===== src/rtl/radar_line_occupancy_light_assert.svh =====
// Assertion macros shared by the radar line occupancy light RTL.
`ifndef RADAR_LINE_OCCUPANCY_LIGHT_ASSERT_SVH
`define RADAR_LINE_OCCUPANCY_LIGHT_ASSERT_SVH

// Same-cycle implication, disabled while reset is asserted.
`define ROL_ASSERT_NOW(label, clk, rst_n, ante, cons) \
    label: assert property (@(posedge clk) disable iff (!rst_n) (ante) |-> (cons)) \
        else $error("%m: assertion failed");

// Next-cycle implication, disabled while reset is asserted.
`define ROL_ASSERT_NEXT(label, clk, rst_n, ante, cons) \
    label: assert property (@(posedge clk) disable iff (!rst_n) (ante) |=> (cons)) \
        else $error("%m: assertion failed");

`endif


===== src/rtl/rol_pkg.sv =====
// Package: types, codes and constants of the radar line occupancy light.
package rol_pkg;

    localparam int DISTANCE_BITS_DEF = 16;
    localparam int THR_BITS          = 16;
    localparam int TIME_BITS         = 24;
    localparam int BLINK_BITS        = 16;
    localparam int CFG_DATA_BITS     = 24;
    localparam int CFG_INDEX_BITS    = 3;

    typedef enum logic [1:0] {
        OP_BYTE = 2'd0,
        OP_POLL = 2'd1,
        OP_TICK = 2'd2
    } op_t;

    typedef enum logic [2:0] {
        CLS_EMPTY  = 3'd0,
        CLS_PREFIX = 3'd1,
        CLS_NUMBER = 3'd2,
        CLS_BADNUM = 3'd3,
        CLS_OFF    = 3'd4,
        CLS_OTHER  = 3'd5
    } cls_t;

    typedef enum logic [2:0] {
        ST_NONE    = 3'd0,
        ST_DIST_OK = 3'd1,
        ST_BAD_NUM = 3'd2,
        ST_OFF     = 3'd3,
        ST_GPIO    = 3'd4
    } status_t;

    // Configuration register indexes
    localparam logic [CFG_INDEX_BITS-1:0] CFG_THRESHOLD    = 3'd0;
    localparam logic [CFG_INDEX_BITS-1:0] CFG_RED_HOLD     = 3'd1;
    localparam logic [CFG_INDEX_BITS-1:0] CFG_YELLOW_UNTIL = 3'd2;
    localparam logic [CFG_INDEX_BITS-1:0] CFG_DATA_TIMEOUT = 3'd3;
    localparam logic [CFG_INDEX_BITS-1:0] CFG_BLINK_PERIOD = 3'd4;
    localparam logic [CFG_INDEX_BITS-1:0] CFG_BLINK_ON     = 3'd5;

    // Reset values of the configuration registers
    localparam logic [THR_BITS-1:0]   RST_THRESHOLD    = 16'd100;
    localparam logic [TIME_BITS-1:0]  RST_RED_HOLD     = 24'd25000;
    localparam logic [TIME_BITS-1:0]  RST_YELLOW_UNTIL = 24'd30000;
    localparam logic [TIME_BITS-1:0]  RST_DATA_TIMEOUT = 24'd3000;
    localparam logic [BLINK_BITS-1:0] RST_BLINK_PERIOD = 16'd500;
    localparam logic [BLINK_BITS-1:0] RST_BLINK_ON     = 16'd250;

    // Characters
    localparam logic [7:0] CH_LF    = 8'h0A;
    localparam logic [7:0] CH_CR    = 8'h0D;
    localparam logic [7:0] CH_TAB   = 8'h09;
    localparam logic [7:0] CH_SPACE = 8'h20;
    localparam logic [7:0] CH_POINT = 8'h2E;
    localparam logic [7:0] CH_ZERO  = 8'h30;
    localparam logic [7:0] CH_NINE  = 8'h39;

    // Prefix positions
    localparam logic [3:0] DIST_KEY_LEN = 4'd9;
    localparam logic [3:0] OFF_KEY_LEN  = 4'd3;
    localparam logic [3:0] POS_DIGITS   = 4'd10;  // number has at least one digit or point

    typedef struct packed {
        logic [THR_BITS-1:0]   threshold;
        logic [TIME_BITS-1:0]  red_hold;
        logic [TIME_BITS-1:0]  yellow_until;
        logic [TIME_BITS-1:0]  data_timeout;
        logic [BLINK_BITS-1:0] blink_period;
        logic [BLINK_BITS-1:0] blink_on;
    } cfg_t;

    typedef struct packed {
        logic    line_end;
        logic    data_line;     // a non-empty line ended
        logic    absent_start;  // presence fell at this line end
        logic    presence;      // presence after this beat
        status_t status;
    } line_evt_t;

    typedef struct packed {
        logic red;
        logic yellow;
        logic green;
    } lights_t;

    // "distance:" by position
    function automatic logic [7:0] dist_key(input logic [3:0] pos);
        logic [7:0] ch;
        case (pos)
            4'd0:    ch = 8'h64;  // d
            4'd1:    ch = 8'h69;  // i
            4'd2:    ch = 8'h73;  // s
            4'd3:    ch = 8'h74;  // t
            4'd4:    ch = 8'h61;  // a
            4'd5:    ch = 8'h6E;  // n
            4'd6:    ch = 8'h63;  // c
            4'd7:    ch = 8'h65;  // e
            4'd8:    ch = 8'h3A;  // :
            default: ch = 8'h00;
        endcase
        return ch;
    endfunction

    // "OFF" by position
    function automatic logic [7:0] off_key(input logic [3:0] pos);
        logic [7:0] ch;
        case (pos)
            4'd0:    ch = 8'h4F;  // O
            4'd1:    ch = 8'h46;  // F
            4'd2:    ch = 8'h46;  // F
            default: ch = 8'h00;
        endcase
        return ch;
    endfunction

endpackage


===== src/rtl/radar_line_occupancy_light.sv =====
// An accepted input beat's result is registered and shows on the output in the next cycle.
// Throughput: one beat per cycle unless stalled; the parser and timer update in a
// single pass between the input handshake and the result register.
// Input stalls only while a result waits in the output register and the sink stalls.
// Reset (rst_n low, asynchronous): config registers take their defaults,
// line state, presence, distance and timers clear, no result is pending.
module radar_line_occupancy_light #(
    parameter int DISTANCE_BITS = rol_pkg::DISTANCE_BITS_DEF
) (
    input  logic                                clk,
    input  logic                                rst_n,

    // configuration write port
    input  logic                                cfg_wr_en,
    input  logic [rol_pkg::CFG_INDEX_BITS-1:0]  cfg_index,
    input  logic [rol_pkg::CFG_DATA_BITS-1:0]   cfg_data,

    // input channel
    input  logic                                in_valid,
    output logic                                in_stall,
    input  logic [1:0]                          operation,
    input  logic [7:0]                          byte_value,
    input  logic                                gpio_level,

    // result channel
    output logic                                out_valid,
    input  logic                                out_stall,
    output logic                                red_on,
    output logic                                yellow_on,
    output logic                                green_on,
    output logic                                present,
    output logic [DISTANCE_BITS-1:0]            distance_cm,
    output logic [2:0]                          line_status
);

`include "radar_line_occupancy_light_assert.svh"

    rol_pkg::cfg_t       cfg_reg;
    rol_pkg::line_evt_t  evt;
    rol_pkg::lights_t    lights;
    logic [DISTANCE_BITS-1:0] distance;
    logic                accept;
    logic                tick;

    // result register
    logic                     out_valid_reg, out_valid_next;
    rol_pkg::lights_t         lights_reg;
    logic                     present_reg;
    logic [DISTANCE_BITS-1:0] distance_reg;
    rol_pkg::status_t         status_reg;

    // A beat enters whenever the result slot is free or being drained this cycle.
    assign in_stall = out_valid_reg && out_stall;
    assign accept   = in_valid && !in_stall;
    assign tick     = (operation == rol_pkg::OP_TICK);

    // Configuration registers; indexes beyond the list are ignored.
    always_ff @(posedge clk or negedge rst_n)
    begin
        if (!rst_n)
        begin
            cfg_reg.threshold    <= rol_pkg::RST_THRESHOLD;
            cfg_reg.red_hold     <= rol_pkg::RST_RED_HOLD;
            cfg_reg.yellow_until <= rol_pkg::RST_YELLOW_UNTIL;
            cfg_reg.data_timeout <= rol_pkg::RST_DATA_TIMEOUT;
            cfg_reg.blink_period <= rol_pkg::RST_BLINK_PERIOD;
            cfg_reg.blink_on     <= rol_pkg::RST_BLINK_ON;
        end
        else if (cfg_wr_en)
        begin
            case (cfg_index)
                rol_pkg::CFG_THRESHOLD:
                    cfg_reg.threshold <= cfg_data[rol_pkg::THR_BITS-1:0];
                rol_pkg::CFG_RED_HOLD:
                    cfg_reg.red_hold <= cfg_data[rol_pkg::TIME_BITS-1:0];
                rol_pkg::CFG_YELLOW_UNTIL:
                    cfg_reg.yellow_until <= cfg_data[rol_pkg::TIME_BITS-1:0];
                rol_pkg::CFG_DATA_TIMEOUT:
                    cfg_reg.data_timeout <= cfg_data[rol_pkg::TIME_BITS-1:0];
                rol_pkg::CFG_BLINK_PERIOD:
                    cfg_reg.blink_period <= cfg_data[rol_pkg::BLINK_BITS-1:0];
                rol_pkg::CFG_BLINK_ON:
                    cfg_reg.blink_on <= cfg_data[rol_pkg::BLINK_BITS-1:0];
                default:
                    cfg_reg <= cfg_reg;
            endcase
        end
    end

    // Byte gathering, line classification, presence and held distance.
    rol_parser #(
        .DISTANCE_BITS (DISTANCE_BITS)
    ) u_parser (
        .clk        (clk),
        .rst_n      (rst_n),
        .accept     (accept),
        .operation  (operation),
        .byte_value (byte_value),
        .gpio_level (gpio_level),
        .threshold  (cfg_reg.threshold),
        .evt        (evt),
        .distance   (distance)
    );

    // Millisecond timers and the light decision on the post-update state.
    rol_timer u_timer (
        .clk    (clk),
        .rst_n  (rst_n),
        .accept (accept),
        .tick   (tick),
        .evt    (evt),
        .cfg    (cfg_reg),
        .lights (lights)
    );

    always_comb
    begin
        if (accept)
            out_valid_next = 1'b1;
        else if (out_stall)
            out_valid_next = out_valid_reg;
        else
            out_valid_next = 1'b0;
    end

    always_ff @(posedge clk or negedge rst_n)
    begin
        if (!rst_n)
            out_valid_reg <= 1'b0;
        else
            out_valid_reg <= out_valid_next;
    end

    // payload: loads with each accepted beat, holds while stalled
    always_ff @(posedge clk)
    begin
        if (accept)
        begin
            lights_reg   <= lights;
            present_reg  <= evt.presence;
            distance_reg <= distance;
            status_reg   <= evt.status;
        end
    end

    assign out_valid   = out_valid_reg;
    assign red_on      = lights_reg.red;
    assign yellow_on   = lights_reg.yellow;
    assign green_on    = lights_reg.green;
    assign present     = present_reg;
    assign distance_cm = distance_reg;
    assign line_status = status_reg;

    // every accepted beat shows up in the result register next cycle
    `ROL_ASSERT_NEXT(a_accept_result, clk, rst_n, accept, out_valid_reg)
    // at most one light is driven
    `ROL_ASSERT_NOW(a_one_light, clk, rst_n, out_valid_reg,
                    $onehot0({lights_reg.red, lights_reg.yellow, lights_reg.green}))
    // green never shows while someone is present
    `ROL_ASSERT_NOW(a_no_green_present, clk, rst_n, out_valid_reg && present_reg,
                    !lights_reg.green)

endmodule


===== src/rtl/rol_parser.sv =====
// Line parser: gathers radar bytes, classifies the line, holds presence and distance.
module rol_parser #(
    parameter int DISTANCE_BITS = rol_pkg::DISTANCE_BITS_DEF
) (
    input  logic                          clk,
    input  logic                          rst_n,
    input  logic                          accept,
    input  logic [1:0]                    operation,
    input  logic [7:0]                    byte_value,
    input  logic                          gpio_level,
    input  logic [rol_pkg::THR_BITS-1:0]  threshold,
    output rol_pkg::line_evt_t            evt,
    output logic [DISTANCE_BITS-1:0]      distance
);

`include "radar_line_occupancy_light_assert.svh"

    localparam int NUM_BITS  = ((DISTANCE_BITS > 16) ? DISTANCE_BITS : 16) + 1;
    localparam int PROD_BITS = NUM_BITS + 4;
    localparam logic [PROD_BITS-1:0] NUM_CAP  = PROD_BITS'(1) << (NUM_BITS - 1);
    localparam logic [NUM_BITS-1:0]  DIST_MAX = (NUM_BITS'(1) << DISTANCE_BITS) - NUM_BITS'(1);

    rol_pkg::cls_t              cls_reg, cls_next;
    logic [3:0]                 pos_reg, pos_next;
    logic                       point_reg, point_next;
    logic                       frac_reg, frac_next;
    logic [NUM_BITS-1:0]        num_reg, num_next;
    logic                       presence_reg, presence_next;
    logic [DISTANCE_BITS-1:0]   held_reg, held_next;

    logic [PROD_BITS-1:0]       prod;
    logic [NUM_BITS-1:0]        num_sat;
    logic [NUM_BITS-1:0]        thr_ext;
    logic                       ends_line;
    logic                       take;
    logic                       is_digit;

    always_comb
    begin
        prod = ({4'b0, num_reg} << 3) + ({4'b0, num_reg} << 1)
             + PROD_BITS'(byte_value[3:0]);
        num_sat = (prod > NUM_CAP) ? NUM_CAP[NUM_BITS-1:0] : prod[NUM_BITS-1:0];
        thr_ext = NUM_BITS'(threshold);
        is_digit = byte_value inside {[rol_pkg::CH_ZERO:rol_pkg::CH_NINE]};
        ends_line = (operation == rol_pkg::OP_POLL)
                 || ((operation == rol_pkg::OP_BYTE) && (byte_value == rol_pkg::CH_LF));
        take = (operation == rol_pkg::OP_BYTE)
            && !(byte_value inside {rol_pkg::CH_LF, rol_pkg::CH_SPACE,
                                    rol_pkg::CH_CR, rol_pkg::CH_TAB});

        cls_next      = cls_reg;
        pos_next      = pos_reg;
        point_next    = point_reg;
        frac_next     = frac_reg;
        num_next      = num_reg;
        presence_next = presence_reg;
        held_next     = held_reg;
        evt           = '0;
        evt.status    = rol_pkg::ST_NONE;

        if (take)
        begin
            case (cls_reg)
                rol_pkg::CLS_EMPTY:
                begin
                    pos_next = 4'd1;
                    if (byte_value == rol_pkg::dist_key(4'd0))
                        cls_next = rol_pkg::CLS_PREFIX;
                    else if (byte_value == rol_pkg::off_key(4'd0))
                        cls_next = rol_pkg::CLS_OFF;
                    else
                    begin
                        cls_next = rol_pkg::CLS_OTHER;
                        pos_next = pos_reg;
                    end
                end
                rol_pkg::CLS_PREFIX:
                begin
                    if (pos_reg < rol_pkg::DIST_KEY_LEN
                        && byte_value == rol_pkg::dist_key(pos_reg))
                    begin
                        pos_next = pos_reg + 4'd1;
                        if (pos_next == rol_pkg::DIST_KEY_LEN)
                            cls_next = rol_pkg::CLS_NUMBER;
                    end
                    else
                        cls_next = rol_pkg::CLS_OTHER;
                end
                rol_pkg::CLS_NUMBER:
                begin
                    if (is_digit)
                    begin
                        pos_next = rol_pkg::POS_DIGITS;
                        if (!point_reg)
                            num_next = num_sat;
                        else if (byte_value != rol_pkg::CH_ZERO)
                            frac_next = 1'b1;
                    end
                    else if (byte_value == rol_pkg::CH_POINT && !point_reg)
                    begin
                        pos_next   = rol_pkg::POS_DIGITS;
                        point_next = 1'b1;
                    end
                    else
                        cls_next = rol_pkg::CLS_BADNUM;
                end
                rol_pkg::CLS_OFF:
                begin
                    if (pos_reg < rol_pkg::OFF_KEY_LEN
                        && byte_value == rol_pkg::off_key(pos_reg))
                        pos_next = pos_reg + 4'd1;
                    else
                        cls_next = rol_pkg::CLS_OTHER;
                end
                default:
                begin
                    cls_next = cls_reg;  // bad number and other lines absorb bytes
                end
            endcase
        end

        if (ends_line)
        begin
            evt.line_end  = 1'b1;
            evt.data_line = (cls_reg != rol_pkg::CLS_EMPTY);
            if (cls_reg == rol_pkg::CLS_NUMBER && pos_reg == rol_pkg::POS_DIGITS)
            begin
                held_next = (num_reg > DIST_MAX) ? DIST_MAX[DISTANCE_BITS-1:0]
                                                 : num_reg[DISTANCE_BITS-1:0];
                presence_next = (num_reg < thr_ext) || (num_reg == thr_ext && !frac_reg);
                evt.status = rol_pkg::ST_DIST_OK;
            end
            else if (cls_reg == rol_pkg::CLS_NUMBER || cls_reg == rol_pkg::CLS_BADNUM)
                evt.status = rol_pkg::ST_BAD_NUM;
            else if (cls_reg == rol_pkg::CLS_OFF && pos_reg == rol_pkg::OFF_KEY_LEN)
            begin
                presence_next = 1'b0;
                held_next     = '0;
                evt.status    = rol_pkg::ST_OFF;
            end
            else
            begin
                presence_next = gpio_level;
                evt.status    = rol_pkg::ST_GPIO;
            end
            evt.absent_start = presence_reg && !presence_next;
            cls_next   = rol_pkg::CLS_EMPTY;
            pos_next   = '0;
            point_next = 1'b0;
            frac_next  = 1'b0;
            num_next   = '0;
        end

        evt.presence = presence_next;
        distance     = held_next;
    end

    always_ff @(posedge clk or negedge rst_n)
    begin
        if (!rst_n)
        begin
            cls_reg      <= rol_pkg::CLS_EMPTY;
            pos_reg      <= '0;
            point_reg    <= 1'b0;
            frac_reg     <= 1'b0;
            num_reg      <= '0;
            presence_reg <= 1'b0;
            held_reg     <= '0;
        end
        else if (accept)
        begin
            cls_reg      <= cls_next;
            pos_reg      <= pos_next;
            point_reg    <= point_next;
            frac_reg     <= frac_next;
            num_reg      <= num_next;
            presence_reg <= presence_next;
            held_reg     <= held_next;
        end
    end

    // a number line has always seen the full prefix
    `ROL_ASSERT_NOW(a_number_prefix, clk, rst_n, cls_reg == rol_pkg::CLS_NUMBER,
                    pos_reg == rol_pkg::DIST_KEY_LEN || pos_reg == rol_pkg::POS_DIGITS)
    // OFF line drops presence and distance
    `ROL_ASSERT_NEXT(a_off_clears, clk, rst_n, accept && evt.status == rol_pkg::ST_OFF,
                     !presence_reg && held_reg == '0)

endmodule


===== src/rtl/rol_timer.sv =====
// Empty-time and data-silence timers, blink phase and light decision.
module rol_timer (
    input  logic               clk,
    input  logic               rst_n,
    input  logic               accept,
    input  logic               tick,
    input  rol_pkg::line_evt_t evt,
    input  rol_pkg::cfg_t      cfg,
    output rol_pkg::lights_t   lights
);

`include "radar_line_occupancy_light_assert.svh"

    localparam int TB = rol_pkg::TIME_BITS;
    localparam int BB = rol_pkg::BLINK_BITS;

    logic [BB-1:0] phase_reg, phase_next;
    logic [TB-1:0] absent_reg, absent_next;
    logic [TB-1:0] since_reg, since_next;
    logic [BB-1:0] period;
    logic [BB:0]   phase_inc;

    always_comb
    begin
        period    = (cfg.blink_period == '0) ? BB'(1) : cfg.blink_period;
        phase_inc = {1'b0, phase_reg} + (BB + 1)'(1);

        phase_next  = phase_reg;
        absent_next = absent_reg;
        since_next  = since_reg;

        if (tick)
        begin
            phase_next = (phase_inc >= {1'b0, period}) ? '0 : phase_inc[BB-1:0];
            if (absent_reg != '1)
                absent_next = absent_reg + TB'(1);
            if (since_reg != '1)
                since_next = since_reg + TB'(1);
        end
        if (evt.absent_start)
            absent_next = '0;
        if (evt.data_line)
            since_next = '0;

        lights = '0;
        if (since_next > cfg.data_timeout)
            lights.yellow = (phase_next < cfg.blink_on);
        else if (evt.presence || absent_next < cfg.red_hold)
            lights.red = 1'b1;
        else if (absent_next <= cfg.yellow_until)
            lights.yellow = 1'b1;
        else
            lights.green = 1'b1;
    end

    always_ff @(posedge clk or negedge rst_n)
    begin
        if (!rst_n)
        begin
            phase_reg  <= '0;
            absent_reg <= '0;
            since_reg  <= '0;
        end
        else if (accept)
        begin
            phase_reg  <= phase_next;
            absent_reg <= absent_next;
            since_reg  <= since_next;
        end
    end

    // a non-empty line restarts the silence timer
    `ROL_ASSERT_NEXT(a_since_restart, clk, rst_n, accept && evt.data_line, since_reg == '0)

endmodule


===== config.mk =====
export PLATFORM = sky130hd
export DESIGN_NAME = radar_line_occupancy_light
export DESIGN_NICKNAME = d
export VERILOG_FILES = /design/src/rtl/rol_pkg.sv /design/src/rtl/radar_line_occupancy_light.sv /design/src/rtl/rol_parser.sv /design/src/rtl/rol_timer.sv
export VERILOG_INCLUDE_DIRS = /design/src /design/src/rtl
export SDC_FILE = /design/constraint.sdc
export NUM_CORES = 1
export LEC_CHECK = 0
export BUFFER_PORTS_ARGS = -buffer_cell sky130_fd_sc_hd__buf_4
export CAP_MARGIN = 20
export CORE_MARGIN = 10
export CORE_UTILIZATION = 46
export CTS_CLUSTER_SIZE = 24
export DETAILED_ROUTE_END_ITERATION = 12
export PLACE_DENSITY_LB_ADDON = 0.05
export SLEW_MARGIN = 0
export SYNTH_ARGS = -nofsm -noshare
export SYNTH_HDL_FRONTEND = slang
export SYNTH_SLANG_ARGS = --single-unit

===== constraint.sdc =====
create_clock -name clk -period 4.6 [get_ports clk]
set_input_delay 0 -clock clk [delete_from_list [all_inputs] [get_ports clk]]
set_output_delay 0 -clock clk [all_outputs]
set_load 0.1 [all_outputs]

# After elaboration in Yosys (flattened, before gate mapping)
# Memories as Yosys holds them, arrays and structs flattened.
# Cells that the tools add are included.
# totals
ff_bits	251
mem_bits_ro	112
in_bits	43
out_inout_bits	25
word_cells	206
n_memories	1
# op_classes
addsub	6
n_lt_le_gt_ge	12
n_eq_ne	40
mux	71
bitwise	1
n_reduce_logical	50
# memory_table
name	words	width	read_ports	rd_ports_with_merged_regs	wr	line	rtl
(name not given)	16	7	1	0	0	rol_pkg.sv:90	case (pos)
# op_table
op	n
24-bit two-way mux	6
16-bit two-way mux	8
17-bit two-way mux	6
24-bit by 1-bit adder with 24-bit output, second input constant	2
24-bit != test, second input constant	2
4-bit two-way mux	8
8-bit two-way mux	4
3-bit two-way mux	9
8-bit by 4-bit equality test with 1-bit output, second input constant	3
24-bit > comparator	1
24-bit <= comparator	1
24-bit less-than comparator	1
1-bit two-way mux	24
20-bit by 18-bit adder with 21-bit output	1
21-bit by 4-bit adder with 21-bit output	1
21-bit by 17-bit > comparator with 1-bit output, second input constant	1
16-bit by 1-bit adder with 17-bit output, second input constant	1
17-bit by 16-bit equality test with 1-bit output	1
17-bit by 16-bit greater-or-equal comparator with 1-bit output	1
17-bit by 16-bit > comparator with 1-bit output, second input constant	1
17-bit by 16-bit less-than comparator with 1-bit output	1
8-bit by 6-bit equality test with 1-bit output, second input constant	2
8-bit by 7-bit equality test with 1-bit output, second input constant	2
8-bit equality test	2
other kinds (43)	91

# Logic depth before layout (Yosys ltp)
# logic_depth
word_depth	14
mapped_depth	25
ltp_nobuf	23

# Cells and area by module
# A second synthesis with hierarchy kept.
# unflattened
cells_unflattened	1800
area_unflattened_um2	17179.0
# modules_own_cells
mod	instances	cells_per_inst	area_per_inst_um2	seq_area_each_um2
rol_timer	1	956	7389.6	1601.5
radar_line_occupancy_light	1	287	5413.9	3762.4
rol_parser	1	557	4375.4	1076.0

# Worst setup path before layout
# No wires, ideal clock.
# synth_timing
path_kind	register to register
from	register u_timer.phase_reg[2]
to	register lights_reg (netlist bit yellow_on) (data pin)
setup_time_ns	0.269
t_arrival_ns	4.357
required_time_ns	4.331
setup_slack_ns	-0.026
path_stages_with_launch	25
n_path_buf	3
period_less_slack_ns	4.626
cell_sequence	dfrtp_1 buf_2 nand3_1 nor2_1 and3_1 and3_1 clkbuf_2 nand3_1 xnor2_1 ha_1 nor2b_1 o21ai_0 a211o_1 o211ai_1 a2111oi_4 buf_2 nand2_1 a31oi_1 ha_1 nand3_1 nor3_1 nand4_1 a311oi_1 o31a_1 o32ai_2
# synth_rtl
item	line	rtl
start, declared	rol_timer.sv:17	logic [BB-1:0] phase_reg, phase_next;
start signal, assigned	rol_timer.sv:66	phase_reg <= phase_next;
end signal, assigned	radar_line_occupancy_light.sv:139	lights_reg <= lights;
end, declared	radar_line_occupancy_light.sv:47	rol_pkg::lights_t lights_reg;

==> out/qor.yml <==
critical_path:
  rr_worst_depth: 22
  timing.rr.end: "yellow_on"
  r2r_setup_slack_ps: 100
  cp.required_ps: 4890
  start_kind: "register"
  worstPathMaxFanout: 9
  timing.rr.start: "u_timer.phase_reg[1]"
  worstSetupEndpointType: "register"
  critical_path_class: "register to register"
  arrival_ps: 4790
yosys:
  synth_nets: 2047
  synth_most_common_cell: "nand2_1"
  synth_largest_area_cell: "dfrtp_1"
  synthFlopType: "dfrtp_1"
  synth_commonest_cells: "229 x nand2_1, 193 x dfrtp_1, 174 x o21ai_0, 160 x ha_1, 145 x inv_1"
  yosys_warnings: 0
  synthCells: 1842
  avgSynthCellArea_sq_um: 9.15
  synth_seq_cells: 251
  ys_async_sr_fraction: 0.908
  syn_area_sq_mm: 0.0168
  synth_area_leaders: "dfrtp_1 29%, ha_1 12%, dfstp_2 5.5%"
  synth_edf_count: 23
  synth_top_area_share: 0.287
  ys_seq_area_frac: 0.382
  ys_types: 100
layout:
  largest_reg_flops: 120
  diodes: 0
  layout.nets: 2178
  stdcell_area_sq_mm: 0.0197
  final_cells: 2465
  area_growth_pct: 17.1
  drive_above_1_share: 0.188
  fillers: 3344
grt:
  grtUsageTotal: 0.206
  grt_max_degree: 120
  antenna_found_initial: 0
  grt_pass1_vias: 13500
  grt_pass1_wl_microns: 74300
  gr-total-overflow: 0
route:
  routed_wirelength_microns: 46100
  wl_per_cell_microns: 18.7
  vias_per_cell: 5.61
  drt_iter0_drc: 1147
  vias: 13800
  drt_pass1_iterations: 5
  ant_nets: 0
  drc: 0
clock_tree:
  path_clk_slew_ps: 60
  cts_buffers: 30
  htree_num_levels: 1
  cts_tree: "yes"
  cts_sinks: 251
  clockBufferDepth: 3
  root_buffer: "clkbuf_16"
  clk_latency_ps: 570
placement:
  dp_slack_ps: -109
  place.port_buffers: 67
  dp.cells: 2360
  placed_area_sq_mm: 0.0181
  gp_congestion: 0.908
  dp_hpwl_microns: 33600
sta:
  min_period_ps: 4500
  relSlewSlack: 0.412
  tightest_slew_ps: 882
  max_freq_mhz: 222
  setup-violations-final: 0
  fin_tns_setup_ps: 0
  hold_viol: 0
  setup_slack_ps: 100
  rsz0062_at_grt: "yes"
  final.setup_skew_ps: 18.4
  fin_crit_sh: 0.978
  slew_violations: 0
worst_hold_path:
  worstHoldStart: "byte_value[6]"
  hp-class: "input pin to register"
  hold_path_end: "u_parser.num_reg[16]"
  holdPathStages: 5
die:
  core-area_sq_mm: 0.0363
  initial_core_util: 0.464
  io_pins: 68
  num_rows: 70
  die_h_microns: 211
  die_width_microns: 211
  dieArea_sq_mm: 0.0447
outcome:
  status: "finished, final reports clean"
power_and_ir_drop:
  leakage_uw: 0.00910
  peakVddDrop_uv: 285
  p_per_area_mw_per_mm2: 390
run:
  maxCapViolCount: 0
==> layout make-up <==
class	count	area [sq um]	share of cell area
multi-input cells	1363	9610	0.487
flip-flops and latches	251	6440	0.327
clock inverters	10	105	0.00533
inverters	145	544	0.0276
repair buffers	182	1510	0.0767
clock buffers	46	932	0.0472
well taps	468	586	0.0297
==> cells by family after synthesis <==
| logic type | synth area share |
|---|---|
| xor gates and xnor gates | 0.0385 |
| AOI/OAI and AO/OA | 0.186 |
| and+or+nand+nor | 0.169 |
| DFF | 0.382 |
| buffers and inverters | 0.0567 |
| muxes | 0.0471 |
| adders and majority gates | 0.121 |
==> cell usage in the layout (no fill, tap or decap), drive strengths merged, types with 41 or more instances in the layout <==
cell and instances:
ha 160, inv 145, o21ai 191, xor2 41, dfrtp 193, nor2 126, a21oi 70, clkbuf 46
nand2 229, mux2 66, buf 144
==> critical path: stages (launching register included) <==
cell       delay (ps)
dfrtp_2           400
ha_4              160
nand3_4            90
nor3_4            250
and3_4            230
and2_4            140
nand2_2            60
xnor2_2           160
ha_1              240
nor3_2            190
a211o_1           140
o211ai_1          130
a2111oi_4         450
buf_6             190
buf_12            120
nand2_1            50
a31oi_1           220
ha_1              180
and3_1            150
nand4_1           110
a311oi_1          230
o31a_1            220
o32ai_2            90
==> metal layers <==
metal / track usage / share of wire / vias up
met3: 0.0209 / 0.038 / 54
li1: - / - / 6838
met5: 0 / 0 / -
met1: 0.292 / 0.48 / 6680
met2: 0.332 / 0.46 / 263
met4: 0.0501 / 0.019 / 0
==> through the flow <==
stage	power (uW)	util	hold slack, ps
floorplan	4520	-	-296
global placement	5110	0.497	118
detailed placement	5160	0.497	121
CTS	7700	0.537	17.3
global route	8190	0.543	67.7
finish	7700	0.543	48.3
==> power by group <==
part / switching [uW] / leakage, uW / internal [uW]
combinational: 1340 / 0.00551 / 922
sequential: 282 / 0.00308 / 2710
clock: 954 / 0.000513 / 1500
==> timing repair <==
action                                  4_1_cts  5_1_grt
hold endpoints to repair                    238        0
gates cloned                                  1        0
endpoints found under the setup margin        1        2
hold buffers                                 38        0
pin swaps                                     2       16
resized for setup                             3       35
buffers inserted                              1        8
==> worst max-delay path by stage <==
| stage | start | end | slack [ps] | cells after the start |
|---|---|---|---|---|
| floorplan | u_timer.phase_reg[0] | yellow_on | 20 | 23 |
| finish | u_timer.phase_reg[1] | yellow_on | 100 | 22 |
| global route | u_timer.phase_reg[1] | yellow_on | -120 | 24 |
| global placement | u_timer.phase_reg[0] | yellow_on | 0.5 | 23 |
| CTS | u_timer.phase_reg[0] | yellow_on | 40 | 22 |
| detailed placement | u_timer.phase_reg[0] | yellow_on | -110 | 22 |
(Power assumes the default switching activity.)
